===== config.mk =====
export PLATFORM = sky130hd
export DESIGN_NAME = spatial_correlation_metric_unit
export DESIGN_NICKNAME = d
export VERILOG_FILES = /design/src/rtl/core/scm_pkg.sv /design/src/rtl/core/spatial_correlation_metric_unit.sv /design/src/rtl/core/scm_front.sv /design/src/rtl/core/scm_mac.sv /design/src/rtl/core/scm_finish.sv
export SDC_FILE = /design/constraint.sdc
export NUM_CORES = 2
export LEC_CHECK = 0
export BUFFER_PORTS_ARGS = -buffer_cell sky130_fd_sc_hd__buf_4
export CORE_MARGIN = 3
export CORE_UTILIZATION = 40
export CTS_BUF_LIST = sky130_fd_sc_hd__clkbuf_8
export DETAILED_ROUTE_END_ITERATION = 10
export HOLD_SLACK_MARGIN = 0.08
export PLACE_DENSITY = 0.58
export SLEW_MARGIN = 10
export SYNTH_ARGS = -nofsm -noshare
export SYNTH_HDL_FRONTEND = slang
export SYNTH_SLANG_ARGS = --single-unit

===== constraint.sdc =====
create_clock -name clk -period 18.37 [get_ports clk]
set_input_delay 0.9185 -clock clk [delete_from_list [all_inputs] [get_ports clk]]
set_output_delay 0.9185 -clock clk [all_outputs]
set_load 0.05 [all_outputs]

===== src/rtl/core/scm_pkg.sv =====
`default_nettype none
// ----------------------------------------------------------------------------
// scm_pkg
// Shared widths, limits and types for the spatial correlation metric unit.
// ----------------------------------------------------------------------------
package scm_pkg;

  localparam int MAX_LEN = 65536;
  localparam int VAL_W   = 16;
  localparam int CNT_W   = $clog2(MAX_LEN + 1);
  localparam int PRD_W   = 2 * VAL_W;
  localparam int SQE_W   = 2 * VAL_W - 1;
  localparam int DOT_W   = 48;
  localparam int SQ_W    = 47;
  localparam int MAG_W   = 47;
  localparam int MUL_W   = 2 * SQ_W;
  localparam int DVD_W   = 128;
  localparam int REM_W   = MUL_W + 1;
  localparam int QUO_W   = 48;
  localparam int RAD_W   = 36;
  localparam int ROOT_W  = RAD_W / 2;
  localparam int SREM_W  = ROOT_W + 4;
  localparam int MET_W   = 32;
  localparam int STEP_W  = 8;
  localparam int COS_SHIFT   = 34;
  localparam int MORAN_STEPS = QUO_W;
  localparam int COS_STEPS   = DVD_W;

  localparam logic [0:0] MODE_MORAN  = 1'b0;
  localparam logic [0:0] MODE_COSINE = 1'b1;

  typedef struct packed {
    logic                    f_last;
    logic signed [VAL_W-1:0] factor;
    logic signed [VAL_W-1:0] lag;
  } beat_t;

  typedef struct packed {
    logic                    valid;
    logic signed [DOT_W-1:0] dot;
    logic [SQ_W-1:0]         fsq;
    logic [SQ_W-1:0]         lsq;
    logic [CNT_W-1:0]        count;
  } close_t;

  typedef enum logic [2:0] {
    FIN_IDLE,
    FIN_MUL_NORM,
    FIN_MUL_DOT,
    FIN_DIV,
    FIN_SQRT,
    FIN_DONE
  } fin_state_t;

endpackage
`default_nettype wire


===== src/rtl/core/spatial_correlation_metric_unit.sv =====
`default_nettype none
// ----------------------------------------------------------------------------
// spatial_correlation_metric_unit
// Streams Q4.12 element pairs, accumulates their dot product and sums of
// squares, and on the closing element emits Moran's I or cosine similarity
// in Q15.16.
// ----------------------------------------------------------------------------
//
// Channel   Direction  Handshake              Beat
// input     in         start high, busy low   factor_value, lag_value, last
// config    in         cfg_valid & cfg_ready  cfg_data (metric_mode)
// result    out        result_valid strobe    metric_value, undefined,
//                                              element_count
//
// Element beats are taken one per cycle while the finishing sequencer is idle,
// and multiplied and accumulated at that rate. When a vector closes, the
// finishing sequencer owns the block: Moran's I takes one quotient bit a
// cycle, and cosine similarity runs two 47-step shift-add multiplications, a
// 128-step division and an 18-step square root. The two-entry input queue
// keeps taking beats until it fills. Reset is synchronous and clears the
// queue, accumulators, sequencer and the mode register (Moran's I).
// The result strobe lasts one cycle and cannot be held off.
// ----------------------------------------------------------------------------
module spatial_correlation_metric_unit (
  input  wire logic                                clk,
  input  wire logic                                rst,
  input  wire logic                                start,
  output logic                                     busy,
  input  wire logic signed [scm_pkg::VAL_W-1:0]    factor_value,
  input  wire logic signed [scm_pkg::VAL_W-1:0]    lag_value,
  input  wire logic                                last,
  input  wire logic                                cfg_valid,
  output logic                                     cfg_ready,
  input  wire logic                                cfg_data,
  output logic                                     result_valid,
  output logic signed [scm_pkg::MET_W-1:0]         metric_value,
  output logic                                     undefined,
  output logic [scm_pkg::CNT_W-1:0]                element_count
);
  import scm_pkg::*;

  logic   metric_mode;
  beat_t  in_beat;
  beat_t  pop_beat;
  logic   pop_req;
  logic   pop;
  logic   fin_busy;
  close_t close;

  // The mode register can always take a write; the user is to change it only while idle (not enforced here).
  assign cfg_ready = 1'b1;

  always_ff @(posedge clk) begin
    if (rst) begin
      metric_mode <= MODE_MORAN;
    end else if (cfg_valid && cfg_ready) begin
      metric_mode <= cfg_data;
    end
  end

  assign in_beat.f_last = last;
  assign in_beat.factor = factor_value;
  assign in_beat.lag    = lag_value;

  scm_front u_front (
    .clk       (clk),
    .rst       (rst),
    .push      (start),
    .push_beat (in_beat),
    .full      (busy),
    .pop_req   (pop_req),
    .pop       (pop),
    .pop_beat  (pop_beat)
  );

  scm_mac u_mac (
    .clk      (clk),
    .rst      (rst),
    .fin_busy (fin_busy),
    .pop_req  (pop_req),
    .pop      (pop),
    .pop_beat (pop_beat),
    .close    (close)
  );

  scm_finish u_finish (
    .clk           (clk),
    .rst           (rst),
    .mode          (metric_mode),
    .close         (close),
    .fin_busy      (fin_busy),
    .result_valid  (result_valid),
    .metric_value  (metric_value),
    .undefined     (undefined),
    .element_count (element_count)
  );

endmodule
`default_nettype wire


===== src/rtl/core/scm_front.sv =====
`default_nettype none
// ----------------------------------------------------------------------------
// scm_front
// Two-entry input queue that takes element beats and hands them to the
// accumulator when it asks for one.
// ----------------------------------------------------------------------------
module scm_front (
  input  wire logic          clk,
  input  wire logic          rst,
  input  wire logic          push,
  input  wire scm_pkg::beat_t push_beat,
  output logic               full,
  input  wire logic          pop_req,
  output logic               pop,
  output scm_pkg::beat_t     pop_beat
);
  import scm_pkg::*;

  beat_t      slots [2];
  logic       wr_ptr;
  logic       rd_ptr;
  logic [1:0] fill;
  logic       push_ok;

  assign full     = (fill == 2'd2);
  assign push_ok  = push && !full;
  assign pop      = pop_req && (fill != 2'd0);
  assign pop_beat = slots[rd_ptr];

  always_ff @(posedge clk) begin
    if (rst) begin
      wr_ptr <= 1'b0;
      rd_ptr <= 1'b0;
      fill   <= 2'd0;
    end else begin
      if (push_ok) begin
        wr_ptr <= ~wr_ptr;
      end
      if (pop) begin
        rd_ptr <= ~rd_ptr;
      end
      if (push_ok && !pop) begin
        fill <= fill + 2'd1;
      end else if (pop && !push_ok) begin
        fill <= fill - 2'd1;
      end
    end
  end

  always_ff @(posedge clk) begin
    if (push_ok) begin
      slots[wr_ptr] <= push_beat;
    end
  end

endmodule
`default_nettype wire


===== src/rtl/core/scm_mac.sv =====
`default_nettype none
// ----------------------------------------------------------------------------
// scm_mac
// Product stage and accumulators. Closes a vector on the marked element or
// at the length limit and passes the totals to the finishing unit.
// ----------------------------------------------------------------------------
module scm_mac (
  input  wire logic           clk,
  input  wire logic           rst,
  input  wire logic           fin_busy,
  output logic                pop_req,
  input  wire logic           pop,
  input  wire scm_pkg::beat_t pop_beat,
  output scm_pkg::close_t     close
);
  import scm_pkg::*;

  logic [CNT_W-1:0]        count;
  logic [CNT_W-1:0]        count_after;
  logic                    is_close;
  logic signed [PRD_W-1:0] p_fl;
  logic signed [PRD_W-1:0] p_ff;
  logic signed [PRD_W-1:0] p_ll;

  logic                    s1_valid;
  logic                    s1_close;
  logic [CNT_W-1:0]        s1_count;
  logic signed [PRD_W-1:0] s1_fl;
  logic [SQE_W-1:0]        s1_ff;
  logic [SQE_W-1:0]        s1_ll;

  logic signed [DOT_W-1:0] dot;
  logic [SQ_W-1:0]         fsq;
  logic [SQ_W-1:0]         lsq;
  logic signed [DOT_W-1:0] dot_next;
  logic [SQ_W-1:0]         fsq_next;
  logic [SQ_W-1:0]         lsq_next;

  // A closing element holds off further pops until the finisher has it.
  assign pop_req     = !fin_busy && !(s1_valid && s1_close);
  assign count_after = count + CNT_W'(1);
  assign is_close    = pop_beat.f_last || (count_after == CNT_W'(MAX_LEN));

  assign p_fl = pop_beat.factor * pop_beat.lag;
  assign p_ff = pop_beat.factor * pop_beat.factor;
  assign p_ll = pop_beat.lag * pop_beat.lag;

  assign dot_next = dot + DOT_W'(s1_fl);
  assign fsq_next = fsq + SQ_W'(s1_ff);
  assign lsq_next = lsq + SQ_W'(s1_ll);

  assign close.valid = s1_valid && s1_close;
  assign close.dot   = dot_next;
  assign close.fsq   = fsq_next;
  assign close.lsq   = lsq_next;
  assign close.count = s1_count;

  always_ff @(posedge clk) begin
    if (rst) begin
      count    <= '0;
      s1_valid <= 1'b0;
      s1_close <= 1'b0;
      dot      <= '0;
      fsq      <= '0;
      lsq      <= '0;
    end else begin
      s1_valid <= pop;
      if (pop) begin
        s1_close <= is_close;
        count    <= is_close ? '0 : count_after;
      end
      if (s1_valid) begin
        if (s1_close) begin
          dot <= '0;
          fsq <= '0;
          lsq <= '0;
        end else begin
          dot <= dot_next;
          fsq <= fsq_next;
          lsq <= lsq_next;
        end
      end
    end
  end

  always_ff @(posedge clk) begin
    if (pop) begin
      s1_count <= count_after;
      s1_fl    <= p_fl;
      s1_ff    <= p_ff[SQE_W-1:0];
      s1_ll    <= p_ll[SQE_W-1:0];
    end
  end

endmodule
`default_nettype wire


===== src/rtl/core/scm_finish.sv =====
`default_nettype none
// ----------------------------------------------------------------------------
// scm_finish
// Sequencer for the end of a vector: shift-add multiplier, restoring
// divider and digit-by-digit square root, then rounding and saturation.
// ----------------------------------------------------------------------------
module scm_finish (
  input  wire logic            clk,
  input  wire logic            rst,
  input  wire logic            mode,
  input  wire scm_pkg::close_t close,
  output logic                 fin_busy,
  output logic                 result_valid,
  output logic signed [scm_pkg::MET_W-1:0] metric_value,
  output logic                 undefined,
  output logic [scm_pkg::CNT_W-1:0] element_count
);
  import scm_pkg::*;

  fin_state_t state;
  fin_state_t state_next;

  logic              mode_r;
  logic              neg;
  logic              undef_r;
  logic [CNT_W-1:0]  count_r;
  logic [MAG_W-1:0]  mag;
  logic [SQ_W-1:0]   mul_a;
  logic [MUL_W-1:0]  mul_b;
  logic [MUL_W-1:0]  mul_acc;
  logic [MUL_W-1:0]  divisor;
  logic [DVD_W-1:0]  dividend;
  logic [MUL_W-1:0]  rem;
  logic [QUO_W-1:0]  quot;
  logic [RAD_W-1:0]  rad;
  logic [ROOT_W-1:0] root;
  logic [SREM_W-1:0] srem;
  logic [STEP_W-1:0] step;

  logic [MAG_W-1:0]  close_mag;
  logic [QUO_W-1:0]  moran_num;
  logic [MUL_W-1:0]  mul_sum;
  logic [REM_W-1:0]  rem_sh;
  logic              div_ge;
  logic [SREM_W-1:0] srem_sh;
  logic [SREM_W-1:0] trial;
  logic              sqrt_ge;
  logic [ROOT_W-1:0] cos_q;
  logic [QUO_W-1:0]  res_mag;
  logic [MET_W-1:0]  res_val;
  logic              last_step;

  localparam logic [QUO_W-1:0] POS_LIMIT = QUO_W'({1'b0, {(MET_W-1){1'b1}}});
  localparam logic [QUO_W-1:0] NEG_LIMIT = QUO_W'({1'b1, {(MET_W-1){1'b0}}});

  assign close_mag = close.dot[DOT_W-1] ? MAG_W'(-close.dot) : MAG_W'(close.dot);
  assign moran_num = QUO_W'(close_mag) + (QUO_W'(close.count) << 7);
  assign mul_sum   = mul_acc + (mul_a[0] ? mul_b : '0);
  assign rem_sh    = {rem, dividend[DVD_W-1]};
  assign div_ge    = rem_sh >= REM_W'(divisor);
  assign srem_sh   = {srem[SREM_W-3:0], rad[RAD_W-1:RAD_W-2]};
  assign trial     = SREM_W'({root, 2'b01});
  assign sqrt_ge   = srem_sh >= trial;
  assign last_step = (step == '0);
  assign cos_q     = (root + ROOT_W'(1)) >> 1;
  assign res_mag   = undef_r ? '0 : ((mode_r == MODE_COSINE) ? QUO_W'(cos_q) : quot);

  always_comb begin
    if (!neg) begin
      res_val = (res_mag > POS_LIMIT) ? MET_W'(POS_LIMIT) : MET_W'(res_mag);
    end else begin
      res_val = (res_mag > NEG_LIMIT) ? MET_W'(NEG_LIMIT) : MET_W'(-res_mag);
    end
  end

  always_comb begin
    state_next = state;
    case (state)
      FIN_IDLE: begin
        if (close.valid) begin
          if (mode == MODE_MORAN) begin
            state_next = FIN_DIV;
          end else if (close.fsq == '0 || close.lsq == '0) begin
            state_next = FIN_DONE;
          end else begin
            state_next = FIN_MUL_NORM;
          end
        end
      end
      FIN_MUL_NORM: begin
        if (last_step) state_next = FIN_MUL_DOT;
      end
      FIN_MUL_DOT: begin
        if (last_step) state_next = FIN_DIV;
      end
      FIN_DIV: begin
        if (last_step) state_next = (mode_r == MODE_COSINE) ? FIN_SQRT : FIN_DONE;
      end
      FIN_SQRT: begin
        if (last_step) state_next = FIN_DONE;
      end
      FIN_DONE: begin
        state_next = FIN_IDLE;
      end
      default: begin
        state_next = FIN_IDLE;
      end
    endcase
  end

  always_comb begin
    fin_busy = (state != FIN_IDLE);
  end

  always_ff @(posedge clk) begin
    if (rst) begin
      state        <= FIN_IDLE;
      result_valid <= 1'b0;
    end else begin
      state        <= state_next;
      result_valid <= (state == FIN_DONE);
    end
  end

  always_ff @(posedge clk) begin
    case (state)
      FIN_IDLE: begin
        if (close.valid) begin
          mode_r  <= mode;
          neg     <= close.dot[DOT_W-1];
          count_r <= close.count;
          mag     <= close_mag;
          undef_r <= (mode == MODE_COSINE) && (close.fsq == '0 || close.lsq == '0);
          rem     <= '0;
          quot    <= '0;
          if (mode == MODE_MORAN) begin
            divisor  <= MUL_W'(close.count) << 8;
            dividend <= {moran_num, {(DVD_W-QUO_W){1'b0}}};
            step     <= STEP_W'(MORAN_STEPS - 1);
          end else begin
            mul_a   <= close.fsq;
            mul_b   <= MUL_W'(close.lsq);
            mul_acc <= '0;
            step    <= STEP_W'(SQ_W - 1);
          end
        end
      end
      FIN_MUL_NORM: begin
        mul_a <= mul_a >> 1;
        mul_b <= mul_b << 1;
        step  <= step - STEP_W'(1);
        if (last_step) begin
          divisor <= mul_sum;
          mul_a   <= mag;
          mul_b   <= MUL_W'(mag);
          mul_acc <= '0;
          step    <= STEP_W'(SQ_W - 1);
        end else begin
          mul_acc <= mul_sum;
        end
      end
      FIN_MUL_DOT: begin
        mul_a   <= mul_a >> 1;
        mul_b   <= mul_b << 1;
        mul_acc <= mul_sum;
        step    <= step - STEP_W'(1);
        if (last_step) begin
          dividend <= {mul_sum, {COS_SHIFT{1'b0}}};
          step     <= STEP_W'(COS_STEPS - 1);
        end
      end
      FIN_DIV: begin
        dividend <= dividend << 1;
        rem      <= div_ge ? MUL_W'(rem_sh - REM_W'(divisor)) : rem_sh[MUL_W-1:0];
        quot     <= {quot[QUO_W-2:0], div_ge};
        step     <= step - STEP_W'(1);
        if (last_step) begin
          rad  <= {quot[RAD_W-2:0], div_ge};
          root <= '0;
          srem <= '0;
          step <= STEP_W'(ROOT_W - 1);
        end
      end
      FIN_SQRT: begin
        rad  <= rad << 2;
        srem <= sqrt_ge ? (srem_sh - trial) : srem_sh;
        root <= {root[ROOT_W-2:0], sqrt_ge};
        step <= step - STEP_W'(1);
      end
      FIN_DONE: begin
        metric_value  <= res_val;
        undefined     <= undef_r;
        element_count <= count_r;
      end
      default: begin
        step <= '0;
      end
    endcase
  end

`ifndef SYNTHESIS
  a_close_when_idle: assert property (@(posedge clk) disable iff (rst)
    close.valid |-> state == FIN_IDLE)
    else $error("vector closed while the finisher was busy");
  a_strobe_after_done: assert property (@(posedge clk) disable iff (rst)
    result_valid |-> $past(state == FIN_DONE))
    else $error("result strobe without a finished computation");
  a_undef_zero: assert property (@(posedge clk) disable iff (rst)
    (result_valid && undefined) |-> metric_value == '0)
    else $error("undefined result carries a nonzero metric");
  a_single_strobe: assert property (@(posedge clk) disable iff (rst)
    result_valid |=> !result_valid)
    else $error("result strobe longer than one cycle");
`endif

endmodule
`default_nettype wire


# After elaboration in Yosys (flattened, before gate mapping)
# Memories as Yosys holds them, arrays and structs flattened. A register that Yosys moved wholly into a read port is not among the register bits.
# Cells that the tools add are included.
# word_totals
memories,1
regBits,1079
out_inout_bits,53
ram_bits,66
# op_classes
n_bitwise,3
n_mux,64
order_cmp,4
mul,3
n_addsub,14
eq_ne,14
n_reduce_logical,34
# memory_table
memory,depth,width,read_ports,rd_ports_with_merged_regs,wr,line,rtl
u_front.slots,2,33,1,1,1,scm_front.sv:19,beat_t slots [2];
# op_table
op,count
$mux 94,12
$pmux 94 s3,2
$mux 128,3
$pmux 128 s3,1
$pmux 94 s2,2
$mux 47,6
$mux 48,4
$pmux 47 s3,1
$mux 32,3
$pmux 48 s2,1
$ge 95x94->1,1
$add 47x31->47,2
$add 94x94->94,1
$logic_not 47->1,2
$sub 94x94->94,1
$pmux 36 s2,1
$mul 16x16->31,2
$add 47x24->48,1
$add 48x32->48,1
$gt 48x31->1 const B,1
$gt 48x32->1 const B,1
$pmux 8 s6,1
$neg 47->47,1
$mux 20,2
other kinds (38),83

# Depth between registers and ports, before layout
# logic_depth
depth_word,7
ltp_mapped,34

# Modules after synthesis
# Synthesis repeated with hierarchy kept, for this count alone.
# unflattened
hier_cells,9691
area_unflattened_um2,93315.7
# by_module_without_submodules
module,area_each_um2,cells_each,instances
scm_finish,47926.0,4859,1
scm_mac,42756.0,4699,1
scm_front,2588.7,128,1
spatial_correlation_metric_unit,45.0,5,1

# Least setup slack after synthesis
# Ideal clock, no wire load.
# synth_path
path_type,register to register
startpoint,register u_finish.state[0]
endpoint,"register u_finish.mul_a[0], enable pin"
path_stages_with_launch,6
setup_time_ps,1176
path_slack_ps,-735
period_less_slack_ps,19105
required_ps,17194
arrival_time_ps,17929
cell_sequence,dfxtp_1 -> buf_2 -> or2_2 -> clkbuf_1 -> a31oi_1 -> a211oi_1
# synth_via
elab_chain_cells,3
word_cells_on_any_way,7
cone_classes,eq/ne: 4; reduce/logical: 3
# synth_lines
item,line,rtl
start: declaration,scm_finish.sv:20,fin_state_t state;
start signal: assignment,scm_finish.sv:120,state <= state_next;
$eq 3x1->1 (tied with other cells),scm_finish.sv:126,case (state)
$reduce_bool 3->1 (no line) or $ne 2x2->1 (tied branches),n/a,
$reduce_and 3->1 (no line) (*),n/a,
end signal: assignment,scm_finish.sv:141,mul_a <= close.fsq;
end signal: assignment,scm_finish.sv:149,mul_a <= mul_a >> 1;
end signal: assignment,scm_finish.sv:154,mul_a <= mag;
end: declaration,scm_finish.sv:28,logic [SQ_W-1:0] mul_a;
# Mark *: on every way between the ends. The rest lies on a longest branch, timed or not.
# A chain may end at the register's enable or synchronous reset.

==> load_flow_metrics.sql <==
INSERT INTO impl_metrics (metric_group, metric, value, unit) VALUES
('outcome', 'outcome', 'complete, no violations', ''),
('synthesis', 'postSynthNetCount', '11060', ''),
('worst_setup_path', 'worst_setup_path_end_kind', 'register', ''),
('hold_path', 'worst_hold_startpoint', 'factor_value[2]', ''),
('sta', 'grt_setup_unrepaired', 'no', ''),
('grt', 'grt_pass1_wl', '413000', 'µm'),
('hold_path', 'whs_endpoint', 'u_front.slots[1][18]', ''),
('sta', 'final.setup.tns', '0', 'ns'),
('synthesis', 'number_of_enable_type_register_cells_in_the_synthesized_netlist', '939', ''),
('worst_setup_path', 'timing.rr.end', 'u_mac.s1_fl[31]', ''),
('cells_and_area', 'regArea', '31600', 'µm²'),
('grt', 'pin_count_of_the_biggest_net_entering_global_routing', '169', ''),
('clock_network', 'postCtsResizedCells', '0', ''),
('hold_path', 'timing.hold.worst.class', 'in2reg', ''),
('clock_network', 'cts-buffers-inserted', '201', ''),
('floorplan', 'floorplan.die.width', '485', 'µm'),
('detailed_routing', 'detail-route-antenna-nets', '0', ''),
('detailed_routing', 'post_drt_via_cell_ratio', '5.46', ''),
('worst_setup_path', 'timing.setup.critical_path_class', 'reg2reg', ''),
('sta', 'finalCritPeriodShare', '55.5', '%'),
('cells_and_area', 'fin_area', '100000', 'µm²'),
('flow_run', 'timing.max_cap.violations', '0', ''),
('clock_network', 'cts.repair_timing.setup_buffer_count', '0', ''),
('synthesis', 'synth.lib_cells_used.distinct', '101', ''),
('cells_and_area', 'design.final.nets', '11056', ''),
('clock_network', 'clock-root-buffer', 'sky130_fd_sc_hd__clkbuf_8', ''),
('hold_path', 'timing.hold.worst_path_depth', '1', ''),
('sta', 'report.final.slew_viol_count', '0', ''),
('detailed_routing', 'remaining_drc_errors', '0', ''),
('detailed_routing', 'first_iter_violations', '5321', ''),
('synthesis', 'cell_area_after_synthesis', '92000', 'µm²'),
('worst_setup_path', 'worst-r2r-cell-count', '27', ''),
('grt', 'groute.usage.overall', '22.4', '%'),
('cells_and_area', 'final_layout_size_suffix_gt1_share', '6.31', '%'),
('synthesis', 'yosysWarnings', '0', ''),
('clock_network', 'h-tree-depth', '4', ''),
('floorplan', 'io_pins', '91', ''),
('sta', 'worst_slew_pin_slew', '1.19', 'ns'),
('synthesis', 'postSynthCellCount', '9711', ''),
('sta', 'fmaxAchievable', '0.0981', 'GHz'),
('clock_network', 'clkSlewWorstSetupHoldPaths', '0.07', 'ns'),
('synthesis', 'postSynth.asyncResetShare', '0', '%'),
('detailed_routing', 'routed_wire_length_per_instance', '20.7', 'µm'),
('sta', 'slew_headroom', '20.3', '%'),
('clock_network', 'cts_tree', 'yes', ''),
('grt', 'grt_antenna_before_repair', '11', ''),
('cells_and_area', 'layout_commonest_cell', 'sky130_fd_sc_hd__inv_1', ''),
('detailed_routing', 'wirelength', '267000', 'µm'),
('synthesis', 'total_of_flip_flops_plus_latches_after_synthesis', '1110', ''),
('clock_network', 'cts_hold_buffers', '20', ''),
('detailed_routing', 'first_drt_pass_iteration_count', '9', ''),
('detailed_routing', 'num_vias', '70398', ''),
('sta', 'hold_violations', '0', ''),
('floorplan', 'die_area', '236000', 'µm²'),
('cells_and_area', 'areaGrowthSynthToFinish', '9.27', '%'),
('synthesis', 'postSynth.topFlopCell', 'sky130_fd_sc_hd__edfxtp_1', ''),
('worst_setup_path', 'cp_data_required_time', '19.03', 'ns'),
('grt', 'grt_pass1_vias', '70762', ''),
('clock_network', 'tritoncts_num_sinks', '1110', ''),
('sta', 'finalSetupViolCount', '0', ''),
('worst_setup_path', 'r2r_slack', '8.17', 'ns'),
('place', 'io_buffer_count', '89', ''),
('clock_network', 'clockBufferDepth', '3', ''),
('worst_setup_path', 'timing.critical_path.fanout_max', '19', ''),
('cells_and_area', 'multiInputGateArea', '54000', 'µm²'),
('sta', 'final_period_minus_worst_setup_slack', '10.20', 'ns'),
('floorplan', 'die_span_y', '485', 'µm'),
('sta', 'clock_skew', '0.0756', 'ns'),
('place', 'gpl_congestion', '0.916', ''),
('cells_and_area', 'most-common-layout-cells', 'sky130_fd_sc_hd__inv_1 (1,350), sky130_fd_sc_hd__nor2_1 (1,053), sky130_fd_sc_hd__edfxtp_1 (939), sky130_fd_sc_hd__nand2_1 (861), sky130_fd_sc_hd__fa_1 (724)', ''),
('worst_setup_path', 'critical_path_arrival', '10.86', 'ns');
## routing by layer
layer  track usage, %  wire length [µm]
met5                0                27
met4             8.46             10900
met3             2.89             12900
met2             37.9            128000
met1             29.1            115000
## final cells by class
type | instances | area share, %
Timing Repair Buffer | 228 | 1.77
Antenna cell | 9 | 0.0224
Sequential cell | 1110 | 31.5
Tap cell | 3009 | 3.75
Clock inverter | 162 | 1.38
Inverter | 1311 | 4.90
Multi-Input combinational cell | 6855 | 53.8
Clock buffer | 214 | 2.93
## critical path, stage by stage, from the launching register on
cell and delay [ns]:
sky130_fd_sc_hd__dfxtp_2 0.75, sky130_fd_sc_hd__buf_4 0.48, sky130_fd_sc_hd__mux2i_2 0.25, sky130_fd_sc_hd__buf_4 0.29
sky130_fd_sc_hd__clkinv_1 0.57, sky130_fd_sc_hd__nand2_1 0.28, sky130_fd_sc_hd__fa_1 0.45, sky130_fd_sc_hd__fa_1 0.48
sky130_fd_sc_hd__fa_1 0.52, sky130_fd_sc_hd__inv_1 0.04, sky130_fd_sc_hd__ha_1 0.32, sky130_fd_sc_hd__fa_1 0.54
sky130_fd_sc_hd__inv_1 0.05, sky130_fd_sc_hd__fa_1 0.53, sky130_fd_sc_hd__inv_1 0.04, sky130_fd_sc_hd__ha_1 0.22
sky130_fd_sc_hd__o41ai_1 0.69, sky130_fd_sc_hd__o21ai_0 0.34, sky130_fd_sc_hd__o41ai_1 0.41, sky130_fd_sc_hd__o21ai_0 0.24
sky130_fd_sc_hd__o41ai_1 0.64, sky130_fd_sc_hd__o21ai_0 0.29, sky130_fd_sc_hd__nor3_1 0.19, sky130_fd_sc_hd__a21oi_1 0.08
sky130_fd_sc_hd__and4_1 0.21, sky130_fd_sc_hd__a2111oi_0 0.62, sky130_fd_sc_hd__a21oi_1 0.17, sky130_fd_sc_hd__xnor2_1 0.17
## kinds of logic after synthesis
| family | synth area share [%] |
|---|---|
| buffers and inverters | 7.15 |
| AOI/OAI and AO/OA | 14.2 |
| other | 0.00408 |
| muxes | 0.882 |
| DFF | 34.4 |
| and+or+nand+nor | 14.5 |
| adders and majority gates | 23.8 |
| xor gates and xnor gates | 5.13 |
## through the flow
step | std cells | util, % | hold WS, ns | setup WS [ns]
detailed placement | 12493 | 42.1 | 0.405 | 8.37
CTS | 12889 | 44.1 | 0.0817 | 8.25
global route | 12894 | 44.1 | 0.106 | 7.56
floorplan | 9711 | - | 0.400 | 7.38
finish | 12898 | 44.1 | 0.184 | 8.17
global placement | 12493 | 42.1 | 0.403 | 8.51
## registers in the layout, summed over array words and instances, names as in the netlist, 32 cells and up, named ones only
name / cells
u_finish.divisor: 94
u_mac.s1_fl: 32
u_finish.rem: 94
u_mac.dot: 48
u_finish.mul_a: 47
u_finish.metric_value: 32
u_finish.quot: 48
u_finish.rad: 36
u_mac.lsq: 47
u_finish.mul_b: 94
u_finish.mag: 47
u_mac.fsq: 47
u_finish.mul_acc: 94
u_front.slots: 66
u_finish.dividend: 94
## synthesized netlist by cell type (166+ instances only)
library cell | number | area share, %
sky130_fd_sc_hd__nand2_1 | 864 | 3.5
sky130_fd_sc_hd__edfxtp_1 | 939 | 31
sky130_fd_sc_hd__ha_1 | 587 | 8.0
sky130_fd_sc_hd__nor2_1 | 1059 | 4.3
sky130_fd_sc_hd__and2_1 | 186 | 1.3
sky130_fd_sc_hd__a21oi_1 | 602 | 3.3
sky130_fd_sc_hd__xor2_1 | 166 | 1.6
sky130_fd_sc_hd__xnor2_1 | 373 | 3.6
sky130_fd_sc_hd__clkbuf_1 | 395 | 1.6
sky130_fd_sc_hd__fa_1 | 724 | 16
sky130_fd_sc_hd__a21o_1 | 226 | 1.8
sky130_fd_sc_hd__dfxtp_1 | 171 | 3.7
sky130_fd_sc_hd__o21ai_0 | 385 | 2.1
sky130_fd_sc_hd__inv_1 | 1300 | 5.3
## worst max-delay path by stage
stage	slack, ns	endpoint
global placement	8.51	u_mac.s1_fl[31]
floorplan	7.38	u_finish.mul_a[0]
finish	8.17	u_mac.s1_fl[31]
global route	7.56	u_mac.s1_fl[31]
detailed placement	8.37	u_mac.s1_fl[31]
CTS	8.25	u_mac.s1_fl[31]
Power is not shown: default switching activity piles up to over one toggle a cycle in this logic, so the estimate is an artifact.
